$ cat config.mk
export PLATFORM = sky130hd
export DESIGN_NAME = sobel_grad
export DESIGN_NICKNAME = d
export VERILOG_FILES = /design/src/design/sobel_pkg.sv /design/src/design/sobel_grad.sv
export SDC_FILE = /design/constraint.sdc
export NUM_CORES = 1
export LEC_CHECK = 0
export BUFFER_PORTS_ARGS = -buffer_cell sky130_fd_sc_hd__buf_2
export CAP_MARGIN = 20
export CELL_PAD_IN_SITES_DETAIL_PLACEMENT = 0
export CELL_PAD_IN_SITES_GLOBAL_PLACEMENT = 1
export CORE_UTILIZATION = 42
export CTS_CLUSTER_SIZE = 14
export DETAILED_ROUTE_END_ITERATION = 16
export PLACE_DENSITY_LB_ADDON = 0.15
export SLEW_MARGIN = 30
export SYNTH_ARGS = -nofsm -noshare
export SYNTH_HDL_FRONTEND = slang
export SYNTH_SLANG_ARGS = --single-unit
$ cat constraint.sdc
create_clock -name clk -period 10 [get_ports clk]
set_input_delay 0.5 -clock clk [delete_from_list [all_inputs] [get_ports clk]]
set_output_delay 0.5 -clock clk [all_outputs]
set_load 0.03 [all_outputs]
$ cat src/design/sobel_pkg.sv
`default_nettype none
package sobel_pkg;

  localparam int MAX_WIDTH_DEF     = 2048;
  localparam int MAX_HEIGHT_DEF    = 2048;
  localparam int IMAGE_WIDTH_RESET = 640;
  localparam int MIN_WIDTH         = 3;
  // a window is complete once two earlier columns or rows have passed
  localparam int WIN_FILL          = 2;

  localparam int CFG_W       = 12;
  localparam int PIXEL_W     = 8;
  localparam int COORD_W     = 11;
  localparam int GRAD_W      = 11;
  localparam int MAG_MAX     = 255;
  localparam int IN_TDATA_W  = 8;
  localparam int OUT_TDATA_W = 32;

  typedef logic [PIXEL_W-1:0] pixel_t;
  typedef logic [COORD_W-1:0] coord_t;
  typedef logic signed [GRAD_W-1:0] grad_t;

  typedef struct packed {
    grad_t  gx;
    grad_t  gy;
    coord_t col;
    coord_t row;
  } grad_beat_t;

  function automatic grad_t widen(input pixel_t p);
    widen = $signed({{(GRAD_W-PIXEL_W){1'b0}}, p});
  endfunction

endpackage
`default_nettype wire

$ cat src/design/sobel_grad.sv
`default_nettype none
module sobel_grad (
  input  wire logic                 clk,
  input  wire logic                 rst,
  input  wire logic                 adv,
  input  wire logic                 emit,
  input  wire sobel_pkg::pixel_t    px,
  input  wire sobel_pkg::pixel_t    top,
  input  wire sobel_pkg::pixel_t    mid,
  input  wire sobel_pkg::coord_t    ccol,
  input  wire sobel_pkg::coord_t    crow,
  input  wire logic                 mag_ready,
  output logic                      ready,
  output logic                      beat_valid,
  output sobel_pkg::grad_beat_t     beat
);

  // [0..2] column col-2 (top, mid, bot), [3..5] column col-1
  sobel_pkg::pixel_t win [6];
  sobel_pkg::grad_t  tl, l, bl, tm, bm, tr, r, br;
  sobel_pkg::grad_t  gx, gy;

  always_comb begin
    tl = sobel_pkg::widen(win[0]);
    l  = sobel_pkg::widen(win[1]);
    bl = sobel_pkg::widen(win[2]);
    tm = sobel_pkg::widen(win[3]);
    bm = sobel_pkg::widen(win[5]);
    tr = sobel_pkg::widen(top);
    r  = sobel_pkg::widen(mid);
    br = sobel_pkg::widen(px);
    gx = tr + br - tl - bl + r + r - l - l;
    gy = tl + tr - bl - br + tm + tm - bm - bm;
  end

  assign ready = !beat_valid || mag_ready;

  always_ff @(posedge clk) begin
    if (rst) begin
      for (int i = 0; i < 6; i++) begin
        win[i] <= '0;
      end
    end else if (adv) begin
      win[0] <= win[3];
      win[1] <= win[4];
      win[2] <= win[5];
      win[3] <= top;
      win[4] <= mid;
      win[5] <= px;
    end
  end

  always_ff @(posedge clk) begin
    if (rst) begin
      beat_valid <= 1'b0;
    end else if (ready) begin
      beat_valid <= adv && emit;
    end
  end

  always_ff @(posedge clk) begin
    if (ready && adv && emit) begin
      beat <= '{gx: gx, gy: gy, col: ccol, row: crow};
    end
  end

endmodule
`default_nettype wire

== Yosys cells after proc, flatten, opt, wreduce, memory -nomap -nowiden ==
Memory sizes are Yosys's and may differ from the RTL's.
Cells that the tools add are included.
Word-level totals
  bits of input ports: 51
  RAM bits: 48
  flip-flop bits (word level): 45
  word-level logic and storage cells: 42
  memories: 1
  output and inout port bits: 46
Memory list
  win: depth 6, bits a word 8, rd ports 6, clocked after Yosys merged registers in 0, wr ports 6, RTL line sobel_grad.sv:19  | sobel_pkg::pixel_t win [6];
Operators by class
  reduce and logical (&&, ||, !) cells: 5
  mux-type cells: 11
  bitwise logic cells: 6
  add/sub/neg operators: 14
Operators with widths (number)
  2-to-1 mux 8 bit: 6
  adder 11 x 9 -> 11 bit: 4
  subtractor 11 x 9 -> 11 bit: 4
  subtractor 10 x 9 -> 11 bit: 2
  subtractor 9 x 8 -> 10 bit: 2
  adder 8 x 8 -> 9 bit: 2
  bitwise OR 1 bit: 6
  2-to-1 mux 1 bit: 5
  logical AND 1 bit: 3
  logical NOT 1 bit: 1
  logical OR 1 bit: 1

== Logic depth before layout (Yosys ltp) ==
An unclocked memory read counts as a cell.
  word-level depth: 8
  depth in mapped cells: 20

== Worst setup path after synthesis ==
Ideal clock, no wire load.
  path kind: input to register
  start point: input port top[1]
  end point: register beat[32] (netlist bit) (data pin)
  library setup time: 0.262 ns
  cell stages on the path: 17
  required time: 9.738 ns
  setup slack: 5.321 ns
  arrival time: 4.416 ns
  cells stage by stage: inv_1 > fa_1 > inv_1 > ha_1 > a211oi_1 > o21ai_1 > a21oi_1 > xor2_1 > fa_1 > fa_1 > inv_1 > ha_1 > and3_4 > a2111oi_4 > o21ai_1 > a21oi_1 > xor2_1
Between the ends
  longest elaborated chain between the ends: 7
Ends and longest elaborated chain
  start: declaration: RTL line sobel_grad.sv:8  | input wire sobel_pkg::pixel_t top,
  adder 8 x 8 -> 9 bit: RTL line sobel_grad.sv:33  | gy = tl + tr - bl - br + tm + tm - bm - bm;
  subtractor 9 x 8 -> 10 bit: RTL line sobel_grad.sv:33
  subtractor 10 x 9 -> 11 bit: RTL line sobel_grad.sv:33
  adder 11 x 9 -> 11 bit (2 in a row): RTL line sobel_grad.sv:33
  subtractor 11 x 9 -> 11 bit (2 in a row): RTL line sobel_grad.sv:33
  net gy[10]: RTL line sobel_grad.sv:21  | sobel_pkg::grad_t gx, gy;
  end signal: assignment: RTL line sobel_grad.sv:63  | beat <= '{gx: gx, gy: gy, col: ccol, row: crow};
  end: declaration: RTL line sobel_grad.sv:15  | output sobel_pkg::grad_beat_t beat
The timed path passes the listed nets, and every way through them passes these cells.
A chain may end at the register's enable or synchronous reset.

==> out/results.txt <==
The count of buffers inserted at the top-level ports is 96, and the final setup violation count is 0. Summing every instance area after synthesis gives 6520 um^2. The average vias per placed instance came out at 4.69. Type of the worst setup path: reg2reg.

Synthesis produced a netlist with a net count of 718. The logs give 97 for the number of I/O pins and 3.53 nW for the cell leakage power. At the pin with the least slew margin, the transition time is 0.673 ns. During synthesis, Yosys emitted a total of 0 warnings.

In this run, synthesis inferred 92 flip-flops with an integrated enable. The worst register-to-register path begins at win[2][1]$_SDFFCE_PN0P_. For this run, the detailed router's first-pass iteration total came to 4. For this design the ratio of total power to cell area is 291 nW/um^2.

The net count of the finished layout came out at 823. The hold buffer count at CTS was 0. The initial antenna violation count was 0.

The worst-case vdd ir drop is 0.000123 V. The run gives 3 as the maximum level of the CTS H-tree. The maximum net fanout on the critical path came out at 6. Dividing the detail-routed wire length by the instance count gives 13.3 um. STA classifies the critical path endpoint as a flop.

The kind of cell adding the most delay to the critical path was adder cells. The number of cells on the worst reg-to-reg path is 16. For this block, the initial DRC count from the detailed router was 156.

The count of final max-slew check failures was 0; the pin count of the biggest net entering global routing was 49. The netlist uses 41 different library cells. Layout cell share with drive strength beyond 1: 20.4%.

For the setup slack of the worst register-to-register path, the log shows 5.20 ns. Arrival time at the worst endpoint: 4.90 ns. Among all flip-flop cells after synthesis, the most frequent one is sky130_fd_sc_hd__edfxtp_1. The post-route clock period utilization works out to 48.0%. The area of the die was 16000 um^2. Critical-path cell with the highest stage delay: sky130_fd_sc_hd__fa_1.

For the number of core rows, the log shows 45. The insertion delay of the later-clocked pin in the worst-skew pair came out at 0.35 ns. The run finished with clean final reports. The signal on the critical path passes through fa_1 > inv_1 > ha_1 > a211oi_1 > o21ai_1 > a21oi_1 > xor2_1 > fa_1 > fa_1 > inv_1 > ha_1 > and3_1 > a2111oi_4 > o21ai_1 > a21oi_1 > xor2_1. The cell count of the worst hold path is 1, and the clock transition time at the flip-flop clock pins of the worst setup and hold paths is 0.07 ns.

The design draws 2.20 mW. The final count of hold timing violations was 0; the total congestion overflow was 0. Post-CTS timing repair inserted 0 buffers for setup. The tools report the required arrival time at the worst endpoint as 10.10 ns. The tree built by TritonCTS fans out to 93 sinks. Among the stages of the critical path, the cell type that occurs most often is sky130_fd_sc_hd__fa_1. The tools report the endpoint with the worst hold slack as beat[7]$_DFFE_PP_. From bottom edge to top edge, the die measures 127 um. The startpoint class of the critical path is a flop. In this run, CTS created clock tree buffers numbering 9.

In the layout the commonest cells are sky130_fd_sc_hd__inv_1 (129), sky130_fd_sc_hd__buf_2 (96), sky130_fd_sc_hd__edfxtp_1 (92). The worst hold path belongs to the class in2reg. Averaged over all synthesized cells, the footprint is 11.8 um^2. In the synthesized netlist, the number of instances is 551. The repair_antennas step left the layout with diodes totalling 0. Detailed routing inserted a total of 3983 vias.

From synthesis to final layout, the design area changed by 16.1%. Max-cap violations in this run came to 0. After synthesis the netlist holds a flip-flop and latch count of 93. The area of the core is 15100 um^2. After detailed routing, the number of remaining DRC violations is 0. The worst hold slack across all endpoints was 0.321 ns; the biggest cell delay along the critical path was 0.56 ns. For the starting density of the core, the log shows 43.0%. The overall track demand over capacity in global routing was 15.4%.

The tools report the post-detailed-routing wire length as 11300 um. Startpoint of the tightest hold check path: crow[7]. The first global-routing pass estimated 18800 um of wire. The tools report the HPWL after detailed placement as 8710 um. The buffer and inverter count on the worst path was 2. In this run the critical register-to-register path is captured at beat[32]$_DFFE_PP_. The setup skew after layout was 0.0104 ns; the buffer depth of the longest clock path was 2. The run gives 208 MHz as the highest achievable clock rate.

The cell count along the critical path works out to 16. In the synthesized netlist the async set-or-reset flop fraction comes to 0%. TritonCTS built the clock tree. Portion of the post-synthesis area used by sequential elements: 42.7%.

Post-CTS repair changed the size of 0 cells. The worst-case headroom to the max-slew limit was 55.2%; the die outline width was 127 um. Setup repair after global routing left no endpoint under its margin. Leaving out fill and tap cells, the most frequent cell in the layout is sky130_fd_sc_hd__inv_1. Setup total negative slack on the finished layout was measured at 0 ns. For the post-detailed-route count of antenna-violating nets, the log shows 0. The congestion estimate from routability-driven global placement came to 0.774. In this run the clock root is driven by a sky130_fd_sc_hd__clkbuf_16. The minimum clock period after layout is 4.80 ns, and the number of global-route vias before repair is 4097.
-- cells in the mapped netlist, drive strengths merged (2+ instances only) --
cell / n / area, um^2
nor3: 4 / 20.0
edfxtp: 92 / 2760
and3b: 2 / 17.5
nor2b: 5 / 31.3
nand3: 7 / 35.0
xnor2: 27 / 236
o21bai: 4 / 30.0
o21a: 3 / 22.5
and3: 4 / 36.3
nor2: 18 / 67.6
xor2: 15 / 131
nand2: 7 / 26.3
ha: 68 / 851
a21oi: 18 / 90.1
o41ai: 3 / 33.8
o21ai: 8 / 40.0
a21o: 7 / 52.6
or2: 9 / 56.3
fa: 48 / 961
and2: 52 / 328
a41o: 2 / 21.3
a2111oi: 2 / 55.1
o2111ai: 2 / 17.5
clkbuf: 5 / 18.8
inv: 129 / 484
-- worst max path at each step --
stage                             from                  to
2_1_floorplan                   top[1]  beat[32]$_DFFE_PP_
3_3_place_gp                    top[1]  beat[32]$_DFFE_PP_
3_5_place_dp                    top[1]  beat[32]$_DFFE_PP_
4_1_cts        win[2][1]$_SDFFCE_PN0P_  beat[32]$_DFFE_PP_
5_1_grt        win[0][1]$_SDFFCE_PN0P_  beat[32]$_DFFE_PP_
6_report       win[2][1]$_SDFFCE_PN0P_  beat[32]$_DFFE_PP_
-- power breakdown --
part           total, mW  internal (mW)  switching [mW]  leakage [nW]
Combinational       1.27          0.574           0.696          2.44
Clock              0.343          0.176           0.168         0.142
Sequential         0.584          0.565          0.0186         0.944
Total               2.20           1.32           0.882          3.53
-- cells by family (layout without fill, tap and decap cells) --
family                   after synthesis  count (layout)  synth area share, %
AND/OR/NAND/NOR                      110             110                 9.68
AO/OA/AOI/OAI                         54              54                 6.13
XOR/XNOR                              42              42                 5.65
flip-flops                            93              93                 42.7
buffers and inverters                134             244                 7.72
adder cells (fa/ha/maj)              116             116                 27.8
multiplexers                           2               2                0.326
-- per-layer routing --
layer | vias up | global-route usage [%] | wire length (um)
met5 | - | 0 | 0
met4 | 0 | 6.95 | 230
met3 | 15 | 2.66 | 361
met2 | 70 | 26.6 | 5500
met1 | 1907 | 18.8 | 5240
li1 | 1991 | - | -
-- area by class of cell --
cell class,instances,area [um^2]
inverter,129,484
tap,188,235
clock buffer,9,225
fill,1391,7580
clock inverter,7,67.6
multi-input combinational,324,3250
timing repair buffer,99,523
sequential,93,2780
-- stage by stage --
stage	utilization, %	cells	instance area (um^2)	setup slack, ns
after floorplan	-	551	6520	5.32
after global placement	47.8	832	7240	4.96
after detailed placement	47.8	832	7240	4.91
after CTS	49.8	848	7540	5.17
after global routing	49.9	849	7560	4.92
final	49.9	849	7560	5.20
-- flip-flops by register name, indices dropped and copies added, names as in the netlist --
register	flops
beat	44
beat_valid	1
win	48
Power figures use the tool's default switching activity.
