<file path="src/design/sobel_pkg.sv">
`default_nettype none
package sobel_pkg;

  localparam int MAX_WIDTH_DEF     = 2048;
  localparam int MAX_HEIGHT_DEF    = 2048;
  localparam int IMAGE_WIDTH_RESET = 640;
  localparam int MIN_WIDTH         = 3;
  // a window is complete once two earlier columns or rows have passed
  localparam int WIN_FILL          = 2;

  localparam int CFG_W       = 12;
  localparam int PIXEL_W     = 8;
  localparam int COORD_W     = 11;
  localparam int GRAD_W      = 11;
  localparam int MAG_MAX     = 255;
  localparam int IN_TDATA_W  = 8;
  localparam int OUT_TDATA_W = 32;

  typedef logic [PIXEL_W-1:0] pixel_t;
  typedef logic [COORD_W-1:0] coord_t;
  typedef logic signed [GRAD_W-1:0] grad_t;

  typedef struct packed {
    grad_t  gx;
    grad_t  gy;
    coord_t col;
    coord_t row;
  } grad_beat_t;

  function automatic grad_t widen(input pixel_t p);
    widen = $signed({{(GRAD_W-PIXEL_W){1'b0}}, p});
  endfunction

endpackage
`default_nettype wire

</file>
<file path="src/design/sobel_mag.sv">
`default_nettype none
module sobel_mag (
  input  wire logic                                   clk,
  input  wire logic                                   rst,
  input  wire logic                                   beat_valid,
  input  wire sobel_pkg::grad_beat_t                  beat,
  output logic                                        ready,
  output logic                                        m_tvalid,
  input  wire logic                                   m_tready,
  output logic [sobel_pkg::OUT_TDATA_W-1:0]           m_tdata
);

  logic [sobel_pkg::GRAD_W-1:0] ax, ay;
  logic [sobel_pkg::GRAD_W:0]   sum;
  sobel_pkg::pixel_t            mag;

  always_comb begin
    ax  = beat.gx[sobel_pkg::GRAD_W-1] ? $unsigned(-beat.gx) : $unsigned(beat.gx);
    ay  = beat.gy[sobel_pkg::GRAD_W-1] ? $unsigned(-beat.gy) : $unsigned(beat.gy);
    sum = {1'b0, ax} + {1'b0, ay};
    if (sum > (sobel_pkg::GRAD_W+1)'(sobel_pkg::MAG_MAX)) begin
      mag = sobel_pkg::PIXEL_W'(sobel_pkg::MAG_MAX);
    end else begin
      mag = sum[sobel_pkg::PIXEL_W-1:0];
    end
  end

  assign ready = !m_tvalid || m_tready;

  always_ff @(posedge clk) begin
    if (rst) begin
      m_tvalid <= 1'b0;
    end else if (ready) begin
      m_tvalid <= beat_valid;
    end
  end

  always_ff @(posedge clk) begin
    if (ready && beat_valid) begin
      m_tdata <= sobel_pkg::OUT_TDATA_W'({beat.row, beat.col, mag});
    end
  end

endmodule
`default_nettype wire

</file>
<file path="config.mk">
export PLATFORM = sky130hd
export DESIGN_NAME = sobel_mag
export DESIGN_NICKNAME = d
export VERILOG_FILES = /design/src/design/sobel_pkg.sv /design/src/design/sobel_mag.sv
export SDC_FILE = /design/constraint.sdc
export NUM_CORES = 1
export LEC_CHECK = 0
export ABC_AREA = 1
export BUFFER_PORTS_ARGS = -buffer_cell sky130_fd_sc_hd__buf_2
export CAP_MARGIN = 20
export CORE_AREA = 2 2 61 78
export DETAILED_ROUTE_END_ITERATION = 8
export DIE_AREA = 0 0 63 80
export PLACE_DENSITY_LB_ADDON = 0.15
export SLEW_MARGIN = 20
export SYNTH_ARGS = -nofsm -noshare
export SYNTH_HDL_FRONTEND = slang
export SYNTH_SLANG_ARGS = --single-unit
</file>
<file path="constraint.sdc">
create_clock -name clk -period 3.2 [get_ports clk]
set_input_delay 0.64 -clock clk [delete_from_list [all_inputs] [get_ports clk]]
set_output_delay 0.64 -clock clk [all_outputs]
set_load 0.05 [all_outputs]
</file>
# After elaboration in Yosys (flattened, before gate mapping)
# Index checks and enable logic that the tools add are counted.
dict set report word_totals {
  regBits 31
  wordCells 12
  out_inout_bits 34
  inputBits 48
}
dict set report classes {
  reduce_logical 3
  n_addsub 3
  n_lt_le_gt_ge 1
  muxes 2
}
# operator count
set ops {}
lappend ops {{$mux W11} 2}
lappend ops {{$neg A11 Y11} 2}
lappend ops {{$add A11 B11 Y12} 1}
lappend ops {{$gt A12 B8 Y1 const B} 1}
lappend ops {{$logic_and A1 B1 Y1} 1}
lappend ops {{$logic_not A1 Y1} 1}
lappend ops {{$logic_or A1 B1 Y1} 1}

# Depth between registers and ports, before layout
dict set report depth {
  word_depth 4
  ltp_mapped 17
  ltp_nobuf 17
}

# Least setup slack after synthesis
# Ideal clock, no wire load.
dict set report synth_path {
  kind {input-to-reg}
  from {in beat[34] (netlist bit)}
  to {reg m_tdata[0] (netlist bit) (data pin)}
  t_required_ns 2.935
  arrival_ns 2.628
  setup_ns 0.265
  path_buffers 0
  path_slack_ns 0.307
  stages 16
  path_cell_list {inv_1 > ha_1 > inv_1 > nor3_1 > nand4_1 > o21ai_0 > xnor2_1 > ha_1 > nand2_1 > inv_1 > a21oi_1 > nand3_1 > nand2_1 > nand2_2 > nor2_4 > nand3_1}
}
dict set report synth_between {
  elab_chain_cells 4
}
# item line_no
set synth_lines {}
lappend synth_lines {{start, declared} sobel_mag.sv:6} ;# input wire sobel_pkg::grad_beat_t beat,
lappend synth_lines {{$neg A11 Y11} sobel_mag.sv:18} ;# ax = beat.gx[sobel_pkg::GRAD_W-1] ? $unsigned(-beat.gx) : $unsigned(beat.gx);
lappend synth_lines {{$mux W11 (*)} sobel_mag.sv:18}
lappend synth_lines {{$add A11 B11 Y12 (*)} sobel_mag.sv:20} ;# sum = {1'b0, ax} + {1'b0, ay};
lappend synth_lines {{$gt A12 B8 Y1 (*)} sobel_mag.sv:21} ;# if (sum > (sobel_pkg::GRAD_W+1)'(sobel_pkg::MAG_MAX)) begin
lappend synth_lines {{end signal, assigned} sobel_mag.sv:40} ;# m_tdata <= sobel_pkg::OUT_TDATA_W'({beat.row, beat.col, mag});
lappend synth_lines {{end, declared} sobel_mag.sv:10} ;# output logic [sobel_pkg::OUT_TDATA_W-1:0] m_tdata
# Mark *: on every way between the ends. The rest lies on a longest branch, timed or not.
# A chain may end at the register's enable or synchronous reset.

# Worst setup path in the final report
dict set report layout_path {
  from {in beat[22] (netlist bit)}
  to {reg m_tdata[0] (netlist bit) (data pin)}
}
dict set report layout_between {
  elab_chain_cells 4
}
# item line_no
set layout_lines {}
lappend layout_lines {{$neg A11 Y11} sobel_mag.sv:19} ;# ay = beat.gy[sobel_pkg::GRAD_W-1] ? $unsigned(-beat.gy) : $unsigned(beat.gy);
lappend layout_lines {{$mux W11 (*)} sobel_mag.sv:19}
lappend layout_lines {{$add A11 B11 Y12 (*)} sobel_mag.sv:20}
lappend layout_lines {{$gt A12 B8 Y1} sobel_mag.sv:21}
# Marked as above.

==> impl_metrics.prom <==
# TYPE chip_impl_metric gauge
chip_impl_metric{name="synthesis.yosys.warnings",unit=""} 0
chip_impl_info{name="outcome",value="finished clean"} 1
chip_impl_info{name="cp_slowest_cell",value="ha_1"} 1
chip_impl_metric{name="ir_drop",unit="mV"} 0.1506
chip_impl_info{name="path_class",value="input port to flip-flop"} 1
chip_impl_info{name="yosys_most_used_dff",value="edfxtp_1"} 1
chip_impl_metric{name="worst_skew_pair.late_latency",unit="ns"} 0.27
chip_impl_metric{name="synthDominantCellAreaShare",unit="%"} 44.31
chip_impl_metric{name="post_cts_resize_count",unit=""} 0
chip_impl_metric{name="timing.critical_path.slowest_cell_delay",unit="ns"} 0.30
chip_impl_metric{name="power_per_cell_area",unit="nW/µm²"} 486.6
chip_impl_info{name="worstPathCellList",value="buf_2 -> inv_1 -> ha_1 -> nand3_1 -> nand3b_1 -> nor2_1 -> nand2_1 -> nand2_1 -> xnor2_1 -> ha_1 -> nand2_1 -> inv_1 -> a21oi_2 -> nand3_1 -> nand2_1 -> nand2_2 -> nor2_4 -> nand3_1"} 1
chip_impl_metric{name="detailroute.via_count",unit=""} 1772
chip_impl_metric{name="fin_nets",unit=""} 382
chip_impl_metric{name="ctsHtreeMaxLevel",unit=""} 2
chip_impl_metric{name="die-width",unit="µm"} 63
chip_impl_metric{name="floorplan.core_area",unit="µm²"} 4290
chip_impl_metric{name="register_to_register_setup_slack",unit="ns"} 2.06
chip_impl_metric{name="placement.io_buffers",unit=""} 79
chip_impl_metric{name="drtPass1Iterations",unit=""} 4
chip_impl_metric{name="grt_pass1_vias",unit=""} 1705
chip_impl_metric{name="timing.critical_path.required",unit="ns"} 3.21
chip_impl_metric{name="synth-async-reset-ratio",unit="%"} 0
chip_impl_metric{name="clock_path_buffers",unit=""} 2
chip_impl_metric{name="grt_antenna_before_repair",unit=""} 0
chip_impl_info{name="rsz_0062_raised_after_global_routing",value="false"} 1
chip_impl_metric{name="global_route_wire_length_before_repair",unit="µm"} 7141
chip_impl_metric{name="synth-seq-cells",unit=""} 31
chip_impl_info{name="hold_path.class",value="flip-flop to flip-flop"} 1
chip_impl_metric{name="dp_cells",unit=""} 371
chip_impl_metric{name="clk_transition_reported_paths",unit="ns"} 0.06
chip_impl_metric{name="seq_area_frac_synth",unit="%"} 45.29
chip_impl_info{name="r2r_end",value="m_tdata[12]"} 1
chip_impl_info{name="worst_hold_startpoint",value="m_tvalid"} 1
chip_impl_metric{name="post_cts_setup_repair_bufs",unit=""} 0
chip_impl_metric{name="drc",unit=""} 0
chip_impl_metric{name="grt_max_degree",unit=""} 31
chip_impl_metric{name="fmax",unit="GHz"} 0.3479
chip_impl_info{name="yosys-top-cells-area",value="edfxtp_1 44%, nand2_1 9.6%, ha_1 8.0%"} 1
chip_impl_metric{name="synth_enable_flop_cells",unit=""} 30
chip_impl_metric{name="antenna_cells",unit=""} 0
chip_impl_metric{name="finalSetupViolations",unit=""} 0
chip_impl_metric{name="placedInstanceArea",unit="µm²"} 2524
chip_impl_metric{name="avgRoutedWirePerCell",unit="µm"} 10.73
chip_impl_info{name="crit_path_end_kind",value="flip-flop"} 1
chip_impl_metric{name="hold-path-cell-count",unit=""} 2
chip_impl_info{name="timing.critical_path.from_type",value="input port"} 1
chip_impl_metric{name="hold_viol",unit=""} 0
chip_impl_metric{name="final_design_area_no_fill",unit="µm²"} 2609
chip_impl_info{name="cp_common_cell",value="nand2_1"} 1
chip_impl_metric{name="layout-area-overhead-vs-synth",unit="%"} 28.31
chip_impl_metric{name="post_route_cells_drive_above_1_share",unit="%"} 32.09
chip_impl_metric{name="final.fill_count",unit=""} 403
chip_impl_metric{name="postLayoutSetupSlackWorst",unit="ns"} 0.3256
chip_impl_metric{name="hpwl",unit="µm"} 3513
chip_impl_metric{name="floorplan.die_area",unit="µm²"} 5040
chip_impl_metric{name="synth.lib_cells_used.distinct",unit=""} 26
chip_impl_metric{name="global_route.overflow_total",unit=""} 0
chip_impl_metric{name="final_critical_path_time_including_i_o_delays_and_setup",unit="ns"} 2.874
chip_impl_metric{name="synth_area",unit="µm²"} 2033
chip_impl_metric{name="fin_skew",unit="ns"} 0.004847
chip_impl_metric{name="initial_utilization",unit="%"} 47.39
chip_impl_metric{name="crit_path_max_fanout",unit=""} 8
chip_impl_metric{name="slew_violations",unit=""} 0
chip_impl_metric{name="drtAntennaViolNets",unit=""} 0
chip_impl_metric{name="count_of_non_filler_cells_in_the_finished_layout",unit=""} 379
chip_impl_info{name="worst_r2r_startpoint",value="m_tvalid"} 1
chip_impl_info{name="clk_tree_root_cell",value="clkbuf_8"} 1
chip_impl_metric{name="detail_route.vias_per_cell",unit=""} 4.675
chip_impl_info{name="tritoncts_clock_tree",value="built"} 1
chip_impl_metric{name="gp_routability_congestion",unit=""} 0.7533
chip_impl_metric{name="groute.usage.overall",unit="%"} 18.06
chip_impl_info{name="min_delay_worst_endpoint",value="m_tvalid"} 1
chip_impl_metric{name="avgSynthCellArea",unit="µm²"} 8.764
chip_impl_metric{name="static-leakage-power",unit="nW"} 1.295
chip_impl_metric{name="detailedRoute.firstIterationViolations",unit=""} 58
chip_impl_info{name="yosys.area.top_type",value="edfxtp_1"} 1
chip_impl_metric{name="layout_worst_path_cycle_share",unit="%"} 89.82
chip_impl_metric{name="boundaryPins",unit=""} 82
chip_impl_metric{name="wirelength",unit="µm"} 4065
chip_impl_metric{name="dp_worst_setup_slack",unit="ns"} -0.007633
chip_impl_metric{name="cts_buffers",unit=""} 5
chip_impl_metric{name="synth_cells",unit=""} 232
chip_impl_metric{name="rows",unit=""} 27
chip_impl_metric{name="crit_arrival",unit="ns"} 2.89
chip_impl_metric{name="maxCapViolations",unit=""} 0
chip_impl_metric{name="hold_buffers",unit=""} 0
chip_impl_metric{name="clock-sinks",unit=""} 31
chip_impl_metric{name="r2r_worst_path_depth",unit=""} 2
chip_impl_metric{name="dieHeight",unit="µm"} 80
## routing by layer
| metal | global-route usage (%) | up-vias | share of wire [%] |
|---|---|---|---|
| met5 | 0 | - | 0 |
| met4 | 8.889 | 0 | 1.2 |
| met3 | 3.103 | 4 | 7.2 |
| met2 | 35.21 | 67 | 55 |
| met1 | 18.24 | 778 | 37 |
| li1 | - | 923 | - |
## kinds of logic (layout without fill, tap and decap cells)
group | after synthesis | count (layout) | synth area share (%)
buffers and inverters | 41 | 129 | 7.938
XOR/XNOR | 22 | 22 | 9.477
adder cells (fa/ha/maj) | 14 | 14 | 8.985
flip-flops | 31 | 31 | 45.29
AND/OR/NAND/NOR | 107 | 107 | 24.00
other | 1 | 2 | 0.1844
AO/OA/AOI/OAI | 16 | 16 | 4.123
## worst max-delay path: cells and delay by family
kind                       cells  cell delay, ns
xor gates and xnor gates       1            0.13
adders and majority gates      2            0.47
buffers and inverters          3            0.24
AOI/OAI and AO/OA              1            0.17
and+or+nand+nor               11            1.23
## where the power goes
part / leakage [nW] / switching, mW / internal [mW]
logic: 0.967 / 0.336 / 0.163
clock network: 0.0422 / 0.125 / 0.152
registers: 0.287 / 0.00689 / 0.486
## cells in the mapped netlist, types with 3 or more instances
cell / n
edfxtp_1: 30
nor2_2: 3
o21ai_0: 5
nand3_1: 23
xor2_1: 17
nor2_1: 15
a21oi_1: 8
ha_1: 13
nand2_1: 52
inv_1: 37
xnor2_1: 5
nand2_2: 4
## flip-flops by register name, indices dropped and copies added (netlist names)
name	cells
m_tvalid	1
m_tdata	30
## worst max-delay path by stage
stage	start	end	slack (ns)	depth (start not counted)
final	beat[22]	m_tdata[0]	0.33	18
after global routing	beat[22]	m_tdata[7]	0.01	18
after CTS	beat[22]	m_tdata[0]	0.26	18
after detailed placement	beat[33]	m_tdata[7]	-0.008	18
after global placement	beat[33]	m_tdata[7]	0.05	18
after floorplan	beat[34]	m_tdata[0]	0.31	16
## cells in the final DEF, fill, tap and decap left out
cell type | netlist | layout
buf_4 | 2 | 5
nand3b_1 | 1 | 1
a21oi_1 | 8 | 6
and3_1 | 1 | 1
nand2_1 | 52 | 52
buf_2 | 0 | 79
conb_1 | 1 | 2
inv_1 | 37 | 37
clkinv_2 | 0 | 1
nor4_1 | 1 | 1
nor2_2 | 3 | 3
nand3_1 | 23 | 23
dfxtp_1 | 1 | 1
nor2_4 | 2 | 2
nor3_1 | 2 | 2
nand2_2 | 4 | 4
nand4_2 | 1 | 1
o21ai_0 | 5 | 4
nor2_1 | 15 | 15
ha_1 | 13 | 13
edfxtp_1 | 30 | 30
clkbuf_1 | 2 | 2
nand4_1 | 2 | 2
xor2_1 | 17 | 17
o21ai_1 | 2 | 3
fa_1 | 1 | 1
xnor2_1 | 5 | 5
a21oi_2 | 1 | 3
clkbuf_8 | 0 | 5
## stage by stage
step           util [%]  hold slack (ns)  setup TNS [ns]  power [mW]
4_1_cts           60.72           0.5071               0       1.280
6_report          60.80           0.5103               0       1.269
2_1_floorplan         -           0.7091               0      0.8846
3_5_place_dp      58.82           0.5071       -0.007902       1.001
5_1_grt           60.80           0.5174               0       1.357
3_3_place_gp      58.82           0.4912               0      0.9927
## final cells by class
cell class / count / area, µm² / share of cell area (%)
inverter: 37 / 138.9 / 5.324
multi-input combinational: 161 / 962.2 / 36.88
timing repair buffer: 84 / 432.9 / 16.59
tap: 58 / 72.57 / 2.782
clock inverter: 1 / 5.005 / 0.1918
clock buffer: 7 / 76.32 / 2.926
sequential: 31 / 920.9 / 35.30
Note: power is estimated with default switching activity, not from simulation.
